===== src/rtl/clock_divider_pair_search_defines.svh =====
// Assertion macros shared by the clock divider pair search RTL.
`ifndef CLOCK_DIVIDER_PAIR_SEARCH_DEFINES_SVH
`define CLOCK_DIVIDER_PAIR_SEARCH_DEFINES_SVH

`ifndef NO_ASSERTIONS
`define CDPS_ASSERT_IMP(name, ck, rn, ante, cons) \
    name: assert property (@(posedge ck) disable iff (!rn) (ante) |-> (cons)) \
        else $error("clock_divider_pair_search: same-cycle check failed");
`define CDPS_ASSERT_NXT(name, ck, rn, ante, cons) \
    name: assert property (@(posedge ck) disable iff (!rn) (ante) |=> (cons)) \
        else $error("clock_divider_pair_search: next-cycle check failed");
`else
`define CDPS_ASSERT_IMP(name, ck, rn, ante, cons)
`define CDPS_ASSERT_NXT(name, ck, rn, ante, cons)
`endif

`endif


===== src/rtl/cdps_pkg.sv =====
// Shared constants, types and control structs for the clock divider pair search.
`default_nettype none
package cdps_pkg;

    localparam int unsigned REF_W  = 28;
    localparam int unsigned REQ_W  = 21;
    localparam int unsigned TGT_W  = 25;
    localparam int unsigned M_W    = 8;
    localparam int unsigned D_W    = 6;
    localparam int unsigned ACH_W  = 25;
    localparam int unsigned DIVD_W = 31;
    localparam int unsigned SH_W   = 32;
    localparam int unsigned CNT_W  = 5;
    localparam int unsigned PROD_W = 14;
    localparam int unsigned ERR_W  = 28;
    localparam int unsigned LO_W   = 39;
    localparam int unsigned HI_W   = 32;

    localparam logic [D_W-1:0]   MAX_BIT_DIVIDER = D_W'(63);
    localparam logic [D_W-1:0]   BIT_MIN         = D_W'(3);
    localparam logic [M_W-1:0]   MASTER_MAX      = M_W'(255);
    localparam logic [M_W-1:0]   MASTER_MIN      = M_W'(2);
    localparam logic [REF_W-1:0] REF_RESET       = REF_W'(90000000);

    // Number of quotient bits produced by each division.
    localparam logic [CNT_W-1:0] STEPS_MASTER = CNT_W'(M_W);
    localparam logic [CNT_W-1:0] STEPS_REF    = CNT_W'(REF_W);

    typedef struct packed {
        logic             load;
        logic [CNT_W-1:0] steps;
    } div_req_t;

    typedef enum logic [11:0] {
        ST_IDLE     = 12'b0000_0000_0001,
        ST_MUL      = 12'b0000_0000_0010,
        ST_CHK_LO   = 12'b0000_0000_0100,
        ST_CHK_HI   = 12'b0000_0000_1000,
        ST_DIV_M    = 12'b0000_0001_0000,
        ST_MUL_FR   = 12'b0000_0010_0000,
        ST_DIV_FR   = 12'b0000_0100_0000,
        ST_CMP      = 12'b0000_1000_0000,
        ST_NEXT     = 12'b0001_0000_0000,
        ST_FIN_PROD = 12'b0010_0000_0000,
        ST_FIN_DIV  = 12'b0100_0000_0000,
        ST_WAIT_ACH = 12'b1000_0000_0000
    } state_t;

endpackage
`default_nettype wire


===== src/rtl/cdps_serial_div.sv =====
// Restoring divider that produces one quotient bit per cycle.
`default_nettype none
`include "clock_divider_pair_search_defines.svh"
module cdps_serial_div
(
    input  wire logic                          clk,
    input  wire logic                          rst_n,
    input  wire cdps_pkg::div_req_t            req,
    input  wire logic [cdps_pkg::DIVD_W-1:0]   rem_init,
    input  wire logic [cdps_pkg::SH_W-1:0]     num_bits,
    input  wire logic [cdps_pkg::DIVD_W-1:0]   divisor,
    output logic                               done,
    output logic [cdps_pkg::SH_W-1:0]          quotient
);

    logic                          run_reg, run_next;
    logic                          done_reg, done_next;
    logic [cdps_pkg::CNT_W-1:0]    cnt_reg, cnt_next;
    logic [cdps_pkg::DIVD_W-1:0]   rem_reg, rem_next;
    logic [cdps_pkg::SH_W-1:0]     sh_reg, sh_next;
    logic [cdps_pkg::DIVD_W-1:0]   dvs_reg, dvs_next;
    logic [cdps_pkg::SH_W-1:0]     trial;
    logic [cdps_pkg::SH_W-1:0]     diff;
    logic                          fits;

    // The remainder stays below the divisor, so the trial value fits in one more bit.
    assign trial = {rem_reg, sh_reg[cdps_pkg::SH_W-1]};
    assign diff  = trial - {1'b0, dvs_reg};
    assign fits  = trial >= {1'b0, dvs_reg};

    always_comb
    begin
        run_next  = run_reg;
        done_next = 1'b0;
        cnt_next  = cnt_reg;
        rem_next  = rem_reg;
        sh_next   = sh_reg;
        dvs_next  = dvs_reg;
        if (req.load)
        begin
            run_next = 1'b1;
            cnt_next = req.steps;
            rem_next = rem_init;
            sh_next  = num_bits;
            dvs_next = divisor;
        end
        else if (run_reg)
        begin
            rem_next = fits ? diff[cdps_pkg::DIVD_W-1:0] : trial[cdps_pkg::DIVD_W-1:0];
            sh_next  = {sh_reg[cdps_pkg::SH_W-2:0], fits};
            cnt_next = cnt_reg - 1'b1;
            if (cnt_reg == cdps_pkg::CNT_W'(1))
            begin
                run_next  = 1'b0;
                done_next = 1'b1;
            end
        end
    end

    always_ff @(posedge clk or negedge rst_n)
    begin
        if (!rst_n)
        begin
            run_reg  <= 1'b0;
            done_reg <= 1'b0;
            cnt_reg  <= '0;
        end
        else
        begin
            run_reg  <= run_next;
            done_reg <= done_next;
            cnt_reg  <= cnt_next;
        end
    end

    always_ff @(posedge clk)
    begin
        rem_reg <= rem_next;
        sh_reg  <= sh_next;
        dvs_reg <= dvs_next;
    end

    assign done     = done_reg;
    assign quotient = sh_reg;

    `CDPS_ASSERT_NXT(a_load_starts_run, clk, rst_n, req.load, run_reg)
    `CDPS_ASSERT_IMP(a_done_ends_run, clk, rst_n, done_reg, !run_reg)
    `CDPS_ASSERT_IMP(a_run_has_steps, clk, rst_n, run_reg, cnt_reg != '0)

endmodule
`default_nettype wire


===== src/rtl/clock_divider_pair_search.sv =====
// Top level of the clock divider pair search: sequencer, search state and result registers.
//
// A request is taken at a rising edge where start is high and busy is low; requested_rate
// is sampled then. busy stays high until the search is over. The result appears on
// master_divider, bit_clock_divider and achieved_rate, marked by done for exactly one cycle,
// and is taken at the edge that ends that cycle; nothing can hold it off.
// busy is low in the done cycle, so the next request may start right then.
// The reference frequency is written with cfg_we and cfg_wdata, and the user must write it
// only while the block is idle; the block itself does not enforce this. Bit-clock dividers
// are tried from 63 down to 3, one at a time. A divider that is not eligible is dropped
// after the window checks; an eligible one runs the serial divider twice, once for the
// master divider and once for the frame rate. Finishing runs it once more for the
// achieved rate. The time a request needs is set by how many dividers are eligible; an
// exact match ends it early.
// One request is in flight at a time.
// Reset empties the sequencer, clears done and busy, and loads 90000000 into the
// reference frequency register.
`default_nettype none
`include "clock_divider_pair_search_defines.svh"
module clock_divider_pair_search
(
    input  wire logic                          clk,
    input  wire logic                          rst_n,
    input  wire logic                          start,
    output logic                               busy,
    input  wire logic [cdps_pkg::REQ_W-1:0]    requested_rate,
    input  wire logic                          cfg_we,
    input  wire logic [cdps_pkg::REF_W-1:0]    cfg_wdata,
    output logic                               done,
    output logic [cdps_pkg::M_W-1:0]           master_divider,
    output logic [cdps_pkg::D_W-1:0]           bit_clock_divider,
    output logic [cdps_pkg::ACH_W-1:0]         achieved_rate
);

    cdps_pkg::state_t              state_reg, state_next;
    logic                          done_reg, done_next;
    logic [cdps_pkg::REF_W-1:0]    ref_reg, ref_next;
    logic [cdps_pkg::TGT_W-1:0]    target_reg, target_next;
    logic [cdps_pkg::D_W-1:0]      d_reg, d_next;
    logic [cdps_pkg::DIVD_W-1:0]   div_reg, div_next;
    logic [cdps_pkg::M_W-1:0]      m_reg, m_next;
    logic [cdps_pkg::ERR_W-1:0]    fr_reg, fr_next;
    logic [cdps_pkg::M_W-1:0]      best_m_reg, best_m_next;
    logic [cdps_pkg::D_W-1:0]      best_d_reg, best_d_next;
    logic [cdps_pkg::TGT_W-1:0]    best_err_reg, best_err_next;
    logic [cdps_pkg::PROD_W-1:0]   prod_reg, prod_next;
    logic [cdps_pkg::M_W-1:0]      master_reg, master_next;
    logic [cdps_pkg::D_W-1:0]      bit_reg, bit_next;
    logic [cdps_pkg::ACH_W-1:0]    ach_reg, ach_next;

    cdps_pkg::div_req_t            div_req;
    logic [cdps_pkg::DIVD_W-1:0]   div_rem_init;
    logic [cdps_pkg::SH_W-1:0]     div_num_bits;
    logic [cdps_pkg::DIVD_W-1:0]   div_divisor;
    logic                          div_done;
    logic [cdps_pkg::SH_W-1:0]     div_quotient;

    logic                          lo_ok;
    logic                          hi_ok;
    logic [cdps_pkg::DIVD_W-1:0]   num_m;
    logic [cdps_pkg::ERR_W-1:0]    target_ext;
    logic [cdps_pkg::ERR_W-1:0]    err;
    logic                          result_legal;

    // The window test ref/(255*d) < target < ref/(2*d) is done with products instead of
    // quotients: the first holds when ref < 255*target*d, the second when
    // 2*(target*d) + 2*d <= ref.
    assign lo_ok = cdps_pkg::LO_W'(ref_reg) <
                   (cdps_pkg::LO_W'({div_reg, 8'b0}) - cdps_pkg::LO_W'(div_reg));
    assign hi_ok = (cdps_pkg::HI_W'({div_reg, 1'b0}) + cdps_pkg::HI_W'({d_reg, 1'b0})) <=
                   cdps_pkg::HI_W'(ref_reg);

    // Rounded master divider numerator; inside the window the quotient is at most 255.
    assign num_m = cdps_pkg::DIVD_W'(ref_reg) + cdps_pkg::DIVD_W'(div_reg >> 1);

    assign target_ext = cdps_pkg::ERR_W'(target_reg);
    assign err = (fr_reg > target_ext) ? (fr_reg - target_ext) : (target_ext - fr_reg);

    always_comb
    begin
        state_next    = state_reg;
        done_next     = 1'b0;
        ref_next      = ref_reg;
        target_next   = target_reg;
        d_next        = d_reg;
        div_next      = div_reg;
        m_next        = m_reg;
        fr_next       = fr_reg;
        best_m_next   = best_m_reg;
        best_d_next   = best_d_reg;
        best_err_next = best_err_reg;
        prod_next     = prod_reg;
        master_next   = master_reg;
        bit_next      = bit_reg;
        ach_next      = ach_reg;
        div_req       = '0;
        div_rem_init  = '0;
        div_num_bits  = {ref_reg, 4'b0};
        div_divisor   = div_reg;

        if (cfg_we)
        begin
            ref_next = cfg_wdata;
        end

        unique case (state_reg)
            cdps_pkg::ST_IDLE:
            begin
                if (start)
                begin
                    target_next   = cdps_pkg::TGT_W'({requested_rate, 3'b000}) +
                                    cdps_pkg::TGT_W'(requested_rate);
                    best_err_next = cdps_pkg::TGT_W'({requested_rate, 3'b000}) +
                                    cdps_pkg::TGT_W'(requested_rate);
                    d_next        = cdps_pkg::MAX_BIT_DIVIDER;
                    best_m_next   = cdps_pkg::MASTER_MAX;
                    best_d_next   = cdps_pkg::MAX_BIT_DIVIDER;
                    state_next    = cdps_pkg::ST_MUL;
                end
            end
            cdps_pkg::ST_MUL:
            begin
                div_next   = cdps_pkg::DIVD_W'(target_reg) * cdps_pkg::DIVD_W'(d_reg);
                state_next = cdps_pkg::ST_CHK_LO;
            end
            cdps_pkg::ST_CHK_LO:
            begin
                state_next = lo_ok ? cdps_pkg::ST_CHK_HI : cdps_pkg::ST_NEXT;
            end
            cdps_pkg::ST_CHK_HI:
            begin
                if (hi_ok)
                begin
                    div_req.load  = 1'b1;
                    div_req.steps = cdps_pkg::STEPS_MASTER;
                    div_rem_init  = cdps_pkg::DIVD_W'(num_m[cdps_pkg::DIVD_W-1:cdps_pkg::M_W]);
                    div_num_bits  = {num_m[cdps_pkg::M_W-1:0],
                                     (cdps_pkg::SH_W - cdps_pkg::M_W)'(0)};
                    div_divisor   = div_reg;
                    state_next    = cdps_pkg::ST_DIV_M;
                end
                else
                begin
                    state_next = cdps_pkg::ST_NEXT;
                end
            end
            cdps_pkg::ST_DIV_M:
            begin
                if (div_done)
                begin
                    m_next     = div_quotient[cdps_pkg::M_W-1:0];
                    state_next = cdps_pkg::ST_MUL_FR;
                end
            end
            cdps_pkg::ST_MUL_FR:
            begin
                div_req.load  = 1'b1;
                div_req.steps = cdps_pkg::STEPS_REF;
                div_divisor   = cdps_pkg::DIVD_W'(cdps_pkg::PROD_W'(m_reg) *
                                                  cdps_pkg::PROD_W'(d_reg));
                state_next    = cdps_pkg::ST_DIV_FR;
            end
            cdps_pkg::ST_DIV_FR:
            begin
                if (div_done)
                begin
                    fr_next    = div_quotient[cdps_pkg::ERR_W-1:0];
                    state_next = cdps_pkg::ST_CMP;
                end
            end
            cdps_pkg::ST_CMP:
            begin
                // Only a strictly smaller error wins, so ties keep the larger divider.
                if (err < cdps_pkg::ERR_W'(best_err_reg))
                begin
                    best_m_next   = m_reg;
                    best_d_next   = d_reg;
                    best_err_next = err[cdps_pkg::TGT_W-1:0];
                    state_next    = (err == '0) ? cdps_pkg::ST_FIN_PROD : cdps_pkg::ST_NEXT;
                end
                else
                begin
                    state_next = cdps_pkg::ST_NEXT;
                end
            end
            cdps_pkg::ST_NEXT:
            begin
                if (d_reg == cdps_pkg::BIT_MIN)
                begin
                    state_next = cdps_pkg::ST_FIN_PROD;
                end
                else
                begin
                    d_next     = d_reg - 1'b1;
                    state_next = cdps_pkg::ST_MUL;
                end
            end
            cdps_pkg::ST_FIN_PROD:
            begin
                prod_next  = cdps_pkg::PROD_W'(best_m_reg) * cdps_pkg::PROD_W'(best_d_reg);
                state_next = cdps_pkg::ST_FIN_DIV;
            end
            cdps_pkg::ST_FIN_DIV:
            begin
                // Dividing by nine times the product equals the two truncating divisions.
                div_req.load  = 1'b1;
                div_req.steps = cdps_pkg::STEPS_REF;
                div_divisor   = cdps_pkg::DIVD_W'({prod_reg, 3'b000}) +
                                cdps_pkg::DIVD_W'(prod_reg);
                state_next    = cdps_pkg::ST_WAIT_ACH;
            end
            cdps_pkg::ST_WAIT_ACH:
            begin
                if (div_done)
                begin
                    ach_next    = div_quotient[cdps_pkg::ACH_W-1:0];
                    master_next = best_m_reg;
                    bit_next    = best_d_reg;
                    done_next   = 1'b1;
                    state_next  = cdps_pkg::ST_IDLE;
                end
            end
            default:
            begin
                state_next = cdps_pkg::ST_IDLE;
            end
        endcase
    end

    always_ff @(posedge clk or negedge rst_n)
    begin
        if (!rst_n)
        begin
            state_reg <= cdps_pkg::ST_IDLE;
            done_reg  <= 1'b0;
            ref_reg   <= cdps_pkg::REF_RESET;
        end
        else
        begin
            state_reg <= state_next;
            done_reg  <= done_next;
            ref_reg   <= ref_next;
        end
    end

    always_ff @(posedge clk)
    begin
        target_reg   <= target_next;
        d_reg        <= d_next;
        div_reg      <= div_next;
        m_reg        <= m_next;
        fr_reg       <= fr_next;
        best_m_reg   <= best_m_next;
        best_d_reg   <= best_d_next;
        best_err_reg <= best_err_next;
        prod_reg     <= prod_next;
        master_reg   <= master_next;
        bit_reg      <= bit_next;
        ach_reg      <= ach_next;
    end

    cdps_serial_div u_div
    (
        .clk      (clk),
        .rst_n    (rst_n),
        .req      (div_req),
        .rem_init (div_rem_init),
        .num_bits (div_num_bits),
        .divisor  (div_divisor),
        .done     (div_done),
        .quotient (div_quotient)
    );

    assign busy              = (state_reg != cdps_pkg::ST_IDLE);
    assign done              = done_reg;
    assign master_divider    = master_reg;
    assign bit_clock_divider = bit_reg;
    assign achieved_rate     = ach_reg;

    assign result_legal = (master_divider >= cdps_pkg::MASTER_MIN) &&
                          (bit_clock_divider >= cdps_pkg::BIT_MIN);

    `CDPS_ASSERT_NXT(a_start_sets_busy, clk, rst_n, start && !busy, busy)
    `CDPS_ASSERT_IMP(a_done_when_idle, clk, rst_n, done, !busy)
    `CDPS_ASSERT_IMP(a_result_in_range, clk, rst_n, done, result_legal)
    `CDPS_ASSERT_IMP(a_best_err_bounded, clk, rst_n, busy, best_err_reg <= target_reg)

endmodule
`default_nettype wire

===== config.mk =====
export PLATFORM = sky130hd
export DESIGN_NAME = clock_divider_pair_search
export DESIGN_NICKNAME = d
export VERILOG_FILES = /design/src/rtl/cdps_pkg.sv /design/src/rtl/cdps_serial_div.sv /design/src/rtl/clock_divider_pair_search.sv
export VERILOG_INCLUDE_DIRS = /design/src /design/src/rtl
export SDC_FILE = /design/constraint.sdc
export NUM_CORES = 1
export LEC_CHECK = 0
export BUFFER_PORTS_ARGS = -buffer_cell sky130_fd_sc_hd__buf_4
export CAP_MARGIN = 0
export CORE_ASPECT_RATIO = 0.7
export CORE_MARGIN = 2
export CORE_UTILIZATION = 61
export DETAILED_ROUTE_END_ITERATION = 7
export PLACE_DENSITY_LB_ADDON = 0.08
export SYNTH_ARGS = -nofsm -noshare
export SYNTH_HDL_FRONTEND = slang
export SYNTH_SLANG_ARGS = --single-unit

===== constraint.sdc =====
create_clock -name clk -period 9.5 [get_ports clk]
set_clock_uncertainty 0.1 [all_clocks]
set_input_delay 1.425 -clock clk [delete_from_list [all_inputs] [get_ports clk]]
set_output_delay 1.425 -clock clk [all_outputs]
set_load 0.1 [all_outputs]

==> results of run 1 <==
==> cells by family after synthesis <==
logic type	share of synthesized area (%)
xor gates and xnor gates	5.916
AOI/OAI and AO/OA	15.86
and+or+nand+nor	15.67
buffers and inverters	6.092
adders and majority gates	23.40
muxes	1.270
DFF	31.80
==> layout make-up <==
class	instances	area [um2]
clock buffers	43	927.1
multi-input cells	2517	19080
well taps	665	832.0
inverters	385	1445
repair buffers	118	885.9
fillers	3988	16310
clock inverters	21	207.7
flip-flops and latches	332	9744
==> power groups by stage <==
stage	Combinational, mW	Sequential [mW]	Clock [mW]
2_1_floorplan	6.20	2.32	0
3_3_place_gp	7.87	2.53	0
3_5_place_dp	8.14	2.53	0
4_1_cts	8.27	2.50	1.41
5_1_grt	9.38	2.53	1.47
6_report	8.46	2.53	1.41
==> how the worst min path moves through the flow <==
| stage | endpoint | slack [ps] | cells past startpoint |
|---|---|---|---|
| after floorplan | fr_reg[25] | 330 | 0 |
| after global placement | achieved_rate[22] | 390 | 0 |
| after detailed placement | achieved_rate[20] | 420 | 0 |
| after CTS | fr_reg[25] | 420 | 0 |
| after global routing | fr_reg[27] | 420 | 0 |
| final | fr_reg[25] | 410 | 0 |
==> placed cells by master, fill, tap and decap left out, types with 8 or more instances in the layout <==
master | synthesis | final
nor3_1 | 57 | 57
o21bai_1 | 34 | 34
dfstp_2 | 12 | 12
a2111oi_0 | 15 | 14
xnor2_1 | 136 | 136
nor2b_1 | 22 | 22
nand4_1 | 39 | 39
inv_1 | 385 | 385
xor2_1 | 71 | 71
and3_1 | 13 | 13
or3_1 | 21 | 20
dfrtp_1 | 36 | 36
a21o_1 | 96 | 96
a22oi_1 | 12 | 12
and2_1 | 55 | 55
a211oi_1 | 29 | 29
a31oi_1 | 19 | 19
buf_4 | 0 | 118
nand2b_1 | 43 | 43
o21ai_0 | 174 | 173
ha_1 | 333 | 333
a211o_1 | 10 | 10
o21a_1 | 29 | 29
a21oi_1 | 227 | 227
nor3b_1 | 16 | 14
nand3_1 | 47 | 47
a21boi_0 | 8 | 8
fa_1 | 150 | 150
nor2_1 | 185 | 183
mux2i_1 | 31 | 31
o211ai_1 | 20 | 20
nor4_1 | 21 | 20
clkbuf_16 | 0 | 36
nand2_1 | 476 | 475
edfxtp_1 | 284 | 284
==> layer usage <==
metal,wire length (um),vias up
li1,-,11733
met4,2183,2
met3,13330,179
met5,11,-
met2,39150,1614
met1,43560,12766
==> per-stage QoR <==
stage / area (um2) / hold WS (ps) / setup WS (ps)
2_1_floorplan: 30640 / 327.3 / 3526
3_3_place_gp: 31990 / 390.5 / 2765
3_5_place_dp: 31990 / 423.6 / 2591
4_1_cts: 33120 / 415.1 / 2526
5_1_grt: 33120 / 415.5 / 1915
6_report: 33120 / 412.6 / 2371
==> worst max-delay path, delay by kind of cell (launching register included) <==
family | cells | cell delay, ps
DFF | 1 | 330
AOI/OAI and AO/OA | 8 | 1450
adders and majority gates | 3 | 780
and+or+nand+nor | 8 | 2960
xor gates and xnor gates | 1 | 160
buffers and inverters | 2 | 960
==> results.toml, run 1 <==
[worst_setup_path]
crit_required_ps = 9560
cp_data_arrival_time_ps = 7190
cp_slowest_stage_delay_ps = 710
crit_type = "flop to flop"
crit_chain = "buf_4 > ha_1 > fa_1 > a21o_1 > a21oi_1 > o21ai_0 > nor4b_1 > nand3_1 > nor2_1 > nand3_1 > xnor2_1 > ha_1 > a21o_1 > a21o_1 > a211oi_1 > o211ai_1 > o21ai_0 > nand3_1 > nor2_4 > nor2_1 > nand2_2 > buf_4"
worstReg2RegEnd = "u_div.rem_reg[22]"
start_kind = "flop"
crit_path_start = "d_reg[0]"
r2r_start = "d_reg[0]"
critPathMaxFanout = 36
critPathSlowestCell = "nor4b_1"
endpoint = "u_div.rem_reg[22]"
rrSetupSlack_ps = 2370
end_kind = "flop"
reg2regPathDepth = 22

[logic_synthesis]
seq_area_frac_synth_pct = 31.80
ys.flop_type = "edfxtp_1"
ys_warn_count = 0
yosysMostFrequentCell = "nand2_1"
ys_ff_latch = 332
synthesis.area_mm2 = 0.03064
synth_area_leaders = "edfxtp_1 28%, ha_1 14%, fa_1 9.8%"
synth-edff-count = 284
synth_common_cells = "476 x nand2_1, 385 x inv_1, 333 x ha_1"
async_flop_share_pct = 14.46
syn-num-nets = 3872
synth_top_area_cell = "edfxtp_1"
synth.avg_cell_area_um2 = 9.186
netlist.area_leader.share_pct = 27.83
synth_cells = 3336
ys_types = 90

[cts]
cts_tree = "done"
cts_root_buf = "clkbuf_16"
clock_latency_ps = 560
cts_sinks = 332
cts_hold_buffers = 0
clk_path_buf_depth = 3
cts_htree_levels = 2
clkTransAtPathRegs_ps = 70
ctsResizeCount = 0
cts_buffers = 36
cts_setup_buffers = 0

[detailed_routing]
vias = 26294
drt-vias-per-instance = 6.443
drt-pass1-iter-count = 6
wl_um = 98230
drc_errors = 0
antenna_left = 0
drtIter0Drc = 3569
drt-wirelength-per-cell_um = 24.07

[placement]
hpwl_um = 75920
dpl.cell_count = 4017
place.gp.congestion = 1.053
io_buffers = 93

[global_routing]
overflow = 0
grt_use_met1_pct = 58.11
grt_max_degree = 56
grt-busiest-layer = "met1"
grtUsageTotal_pct = 38.11
grtUsageMet3_pct = 11.49
grt_pass1_vias = 25087
globalRouteMet2Util_pct = 53.03
antenna_found_initial = 4
grt_pass1_wl_um = 151000

[min_path]
worstHoldStart = "u_div.quotient[25]"
holdCritPathClass = "flop to flop"

[power_and_ir_drop]
seqPwrFrac_pct = 20.4
power_density_mw_per_mm2 = 374.3
switching_share_pct = 48.67
leakagePower_nw = 14.98
p_sw_mw = 6.034
p_total_mw = 12.40
vdd_ir_drop_max_mv = 0.4643
combPwrFrac_pct = 68.2
p_clk_share_pct = 11.3
intPower_mw = 6.363

[floorplanning]
initial_core_util_pct = 61.99
die_h_um = 191.5
num_rows = 68
die_w_um = 271.9
core_area_mm2 = 0.04943
boundaryPins = 94
dieArea_mm2 = 0.05207

[layout]
final_util_pct = 67.01
area_growth_pct = 8.088
largest_register_ffs = 32
final-instance-count-excl-fill = 4081
antenna-diode-count = 0
num-nets-final = 3926
layout-drive-gt1-share_pct = 6.674

[timing]
tightest_slew_ps = 1338
fin_setup_tns_ps = 0
post-route-period-util_pct = 75.04
grt_setup_unrepaired = "false"
finalMaxSlewViolations = 0
fmax_mhz = 140.3
min_period_ps = 7129
slew_headroom_pct = 10.62
setup_viol = 0
timing.final.hold_violations = 0

[run_status]
status = "finished clean"

[job]
cap_violations = 0
No activity file was read; power rests on OpenSTA's default activity.
==> run 2: changes to the inputs <==
--- a/config.mk
+++ b/config.mk
@@ -6,11 +6,12 @@
 export SDC_FILE = /design/constraint.sdc
 export NUM_CORES = 1
 export LEC_CHECK = 0
+export ABC_AREA = 1
 export BUFFER_PORTS_ARGS = -buffer_cell sky130_fd_sc_hd__buf_4
 export CAP_MARGIN = 0
 export CORE_ASPECT_RATIO = 0.7
 export CORE_MARGIN = 2
-export CORE_UTILIZATION = 61
+export CORE_UTILIZATION = 59
 export DETAILED_ROUTE_END_ITERATION = 7
 export PLACE_DENSITY_LB_ADDON = 0.08
 export SYNTH_ARGS = -nofsm -noshare
==> constraint.sdc (replaced) <==
create_clock -name clk -period 6.17 [get_ports clk]
set_clock_uncertainty 0.1 [all_clocks]
set_input_delay 0.9255 -clock clk [delete_from_list [all_inputs] [get_ports clk]]
set_output_delay 0.9255 -clock clk [all_outputs]
set_load 0.1 [all_outputs]
==> results.toml, run 2 <==
[detailed_routing]
drt-vias-per-instance = 5.882
drtIter0Drc = 4221
antenna_left = 0
drt-wirelength-per-cell_um = 22.43
vias = 32249
drt-pass1-iter-count = 6
drc_errors = 0
wl_um = 123000

[logic_synthesis]
synth_area_leaders = "edfxtp_1 25%, nand2_1 16%, ha_1 12%"
synthesis.area_mm2 = 0.03395
synth.avg_cell_area_um2 = 7.380
ys_ff_latch = 332
syn-num-nets = 5136
seq_area_frac_synth_pct = 28.70
ys_types = 61
yosysMostFrequentCell = "nand2_1"
synth-edff-count = 284
netlist.area_leader.share_pct = 25.12
synth_common_cells = "1428 x nand2_1, 803 x inv_1, 333 x ha_1"
ys.flop_type = "edfxtp_1"
synth_cells = 4600
ys_warn_count = 0
async_flop_share_pct = 14.46
synth_top_area_cell = "edfxtp_1"

[global_routing]
grt_pass1_vias = 29454
grt_pass1_wl_um = 183200
overflow = 0
grt_max_degree = 72
grtUsageTotal_pct = 41.21
antenna_found_initial = 2

[cts]
cts_tree = "done"
clk_path_buf_depth = 3
cts_sinks = 332
cts_htree_levels = 2
cts_setup_buffers = 0
cts_root_buf = "clkbuf_16"
clkTransAtPathRegs_ps = 60
cts_hold_buffers = 0
cts_buffers = 37
clock_latency_ps = 590
ctsResizeCount = 0

[timing]
timing.final.hold_violations = 0
slew_headroom_pct = 21.11
setup_viol = 0
grt_setup_unrepaired = "false"
finalMaxSlewViolations = 0
min_period_ps = 5459
tightest_slew_ps = 1169
holdWs_ps = 318.1
post-route-period-util_pct = 88.47
fmax_mhz = 183.2
fin_setup_tns_ps = 0

[layout]
final_util_pct = 64.91
layout-drive-gt1-share_pct = 6.699
largest_register_ffs = 32
area_growth_pct = 8.636
final_cell_mix = "1427 x nand2_1, 803 x inv_1, 333 x ha_1, 306 x nor2_1, 284 x edfxtp_1"
final_common_cell = "nand2_1"
num-nets-final = 5242

[power_and_ir_drop]
vdd_ir_drop_max_mv = 0.7400
power_density_mw_per_mm2 = 576.5
leakagePower_nw = 18.94

[worst_setup_path]
worstReg2RegEnd = "u_div.rem_reg[22]"
reg2regPathDepth = 22
critPathSlowestCell = "edfxtp_1"
critPathMaxFanout = 32
crit_required_ps = 6330
cp_data_arrival_time_ps = 5610
crit_top_cell = "nand2_1"
r2r_start = "div_reg[3]"
cp_slowest_stage_delay_ps = 510
rrSetupSlack_ps = 710
end_kind = "flop"
crit_type = "flop to flop"
crit_chain = "ha_1 > nand2_1 > a21oi_1 > nand3b_1 > a21oi_2 > nand3b_1 > nor2_1 > nand4_1 > or2_2 > a21oi_1 > inv_1 > ha_1 > nand2_1 > nor2_1 > a211oi_1 > nand2_1 > nand2_1 > nand4_4 > nand2_4 > inv_2 > nand2_2 > buf_4"
start_kind = "flop"

[placement]
place.gp.congestion = 1.083
io_buffers = 93
hpwl_um = 100100

[floorplanning]
die_w_um = 290.7
boundaryPins = 94
num_rows = 73
core_area_mm2 = 0.05681
die_h_um = 204.7
dieArea_mm2 = 0.05950
initial_core_util_pct = 59.75

[min_path]
holdCritPathClass = "primary input to async pin"

[run_status]
status = "finished clean"

[job]
cap_violations = 0
-- run 2: how the worst max path moves through the flow --
| stage | slack, ps | startpoint | endpoint | depth (start not counted) |
|---|---|---|---|---|
| after global routing | 290 | div_reg[3] | u_div.rem_reg[21] | 26 |
| after global placement | 910 | div_reg[2] | u_div.rem_reg[22] | 22 |
| after detailed placement | 820 | div_reg[2] | u_div.rem_reg[22] | 22 |
| after CTS | 790 | div_reg[2] | u_div.rem_reg[22] | 22 |
| after floorplan | 850 | div_reg[2] | u_div.quotient[0] | 22 |
| final | 710 | div_reg[3] | u_div.rem_reg[22] | 22 |
-- run 2: cell families (layout without fill, tap and decap cells) --
kind of cell | count (synthesis) | count (layout) | synth area share [%]
simple gates | 2129 | 2129 | 25.95
xor+xnor | 166 | 166 | 4.283
flops | 332 | 332 | 28.70
other cells | 0 | 1 | 0
buf+inv | 908 | 1040 | 10.33
fa+ha+maj | 483 | 483 | 21.12
compound gates | 582 | 582 | 9.612
-- run 2: cell type report --
type,count,area (um2)
Fill cell,5158,19930
Clock inverter,23,296.5
Timing Repair Buffer,146,1121
Clock buffer,42,944.7
Multi-Input combinational cell,3360,20710
Inverter,829,3117
Antenna cell,1,2.502
Tap cell,750,938.4
Sequential cell,332,9744
-- run 2: where the power goes --
group	internal [mW]	switching [mW]	total [mW]
Sequential	3.35	0.514	3.86
Combinational	5.11	9.90	15.0
Clock	1.37	1.02	2.39
Total	9.82	11.4	21.3
-- run 2: worst max-delay path: cells and delay by family, from the launching register on --
kind / cells / cell delay [ps]
buffers and inverters: 3 / 650
adder cells (fa/ha/maj): 2 / 710
AND/OR/NAND/NOR: 13 / 2580
AO/OA/AOI/OAI: 4 / 610
flip-flops: 1 / 510
-- run 2: per-layer routing --
metal  global-route usage (%)  vias to the layer above  wire, um
li1                         -                    14953         -
met1                    62.32                    15074     53970
met2                    52.14                     2044     44440
met3                    19.68                      172     21910
met4                    7.902                        6      2413
met5                    1.138                        -       277
-- run 2: stage by stage --
| stage | instance area [um2] | setup slack (ps) | power, mW | std cells |
|---|---|---|---|---|
| floorplan | 33950 | 853.6 | 13.67 | 4600 |
| global placement | 35640 | 914.5 | 18.05 | 5417 |
| detailed placement | 35640 | 821.3 | 18.11 | 5417 |
| CTS | 36880 | 793.2 | 20.58 | 5482 |
| global route | 36880 | 286.6 | 22.73 | 5482 |
| finish | 36880 | 711.1 | 21.26 | 5483 |
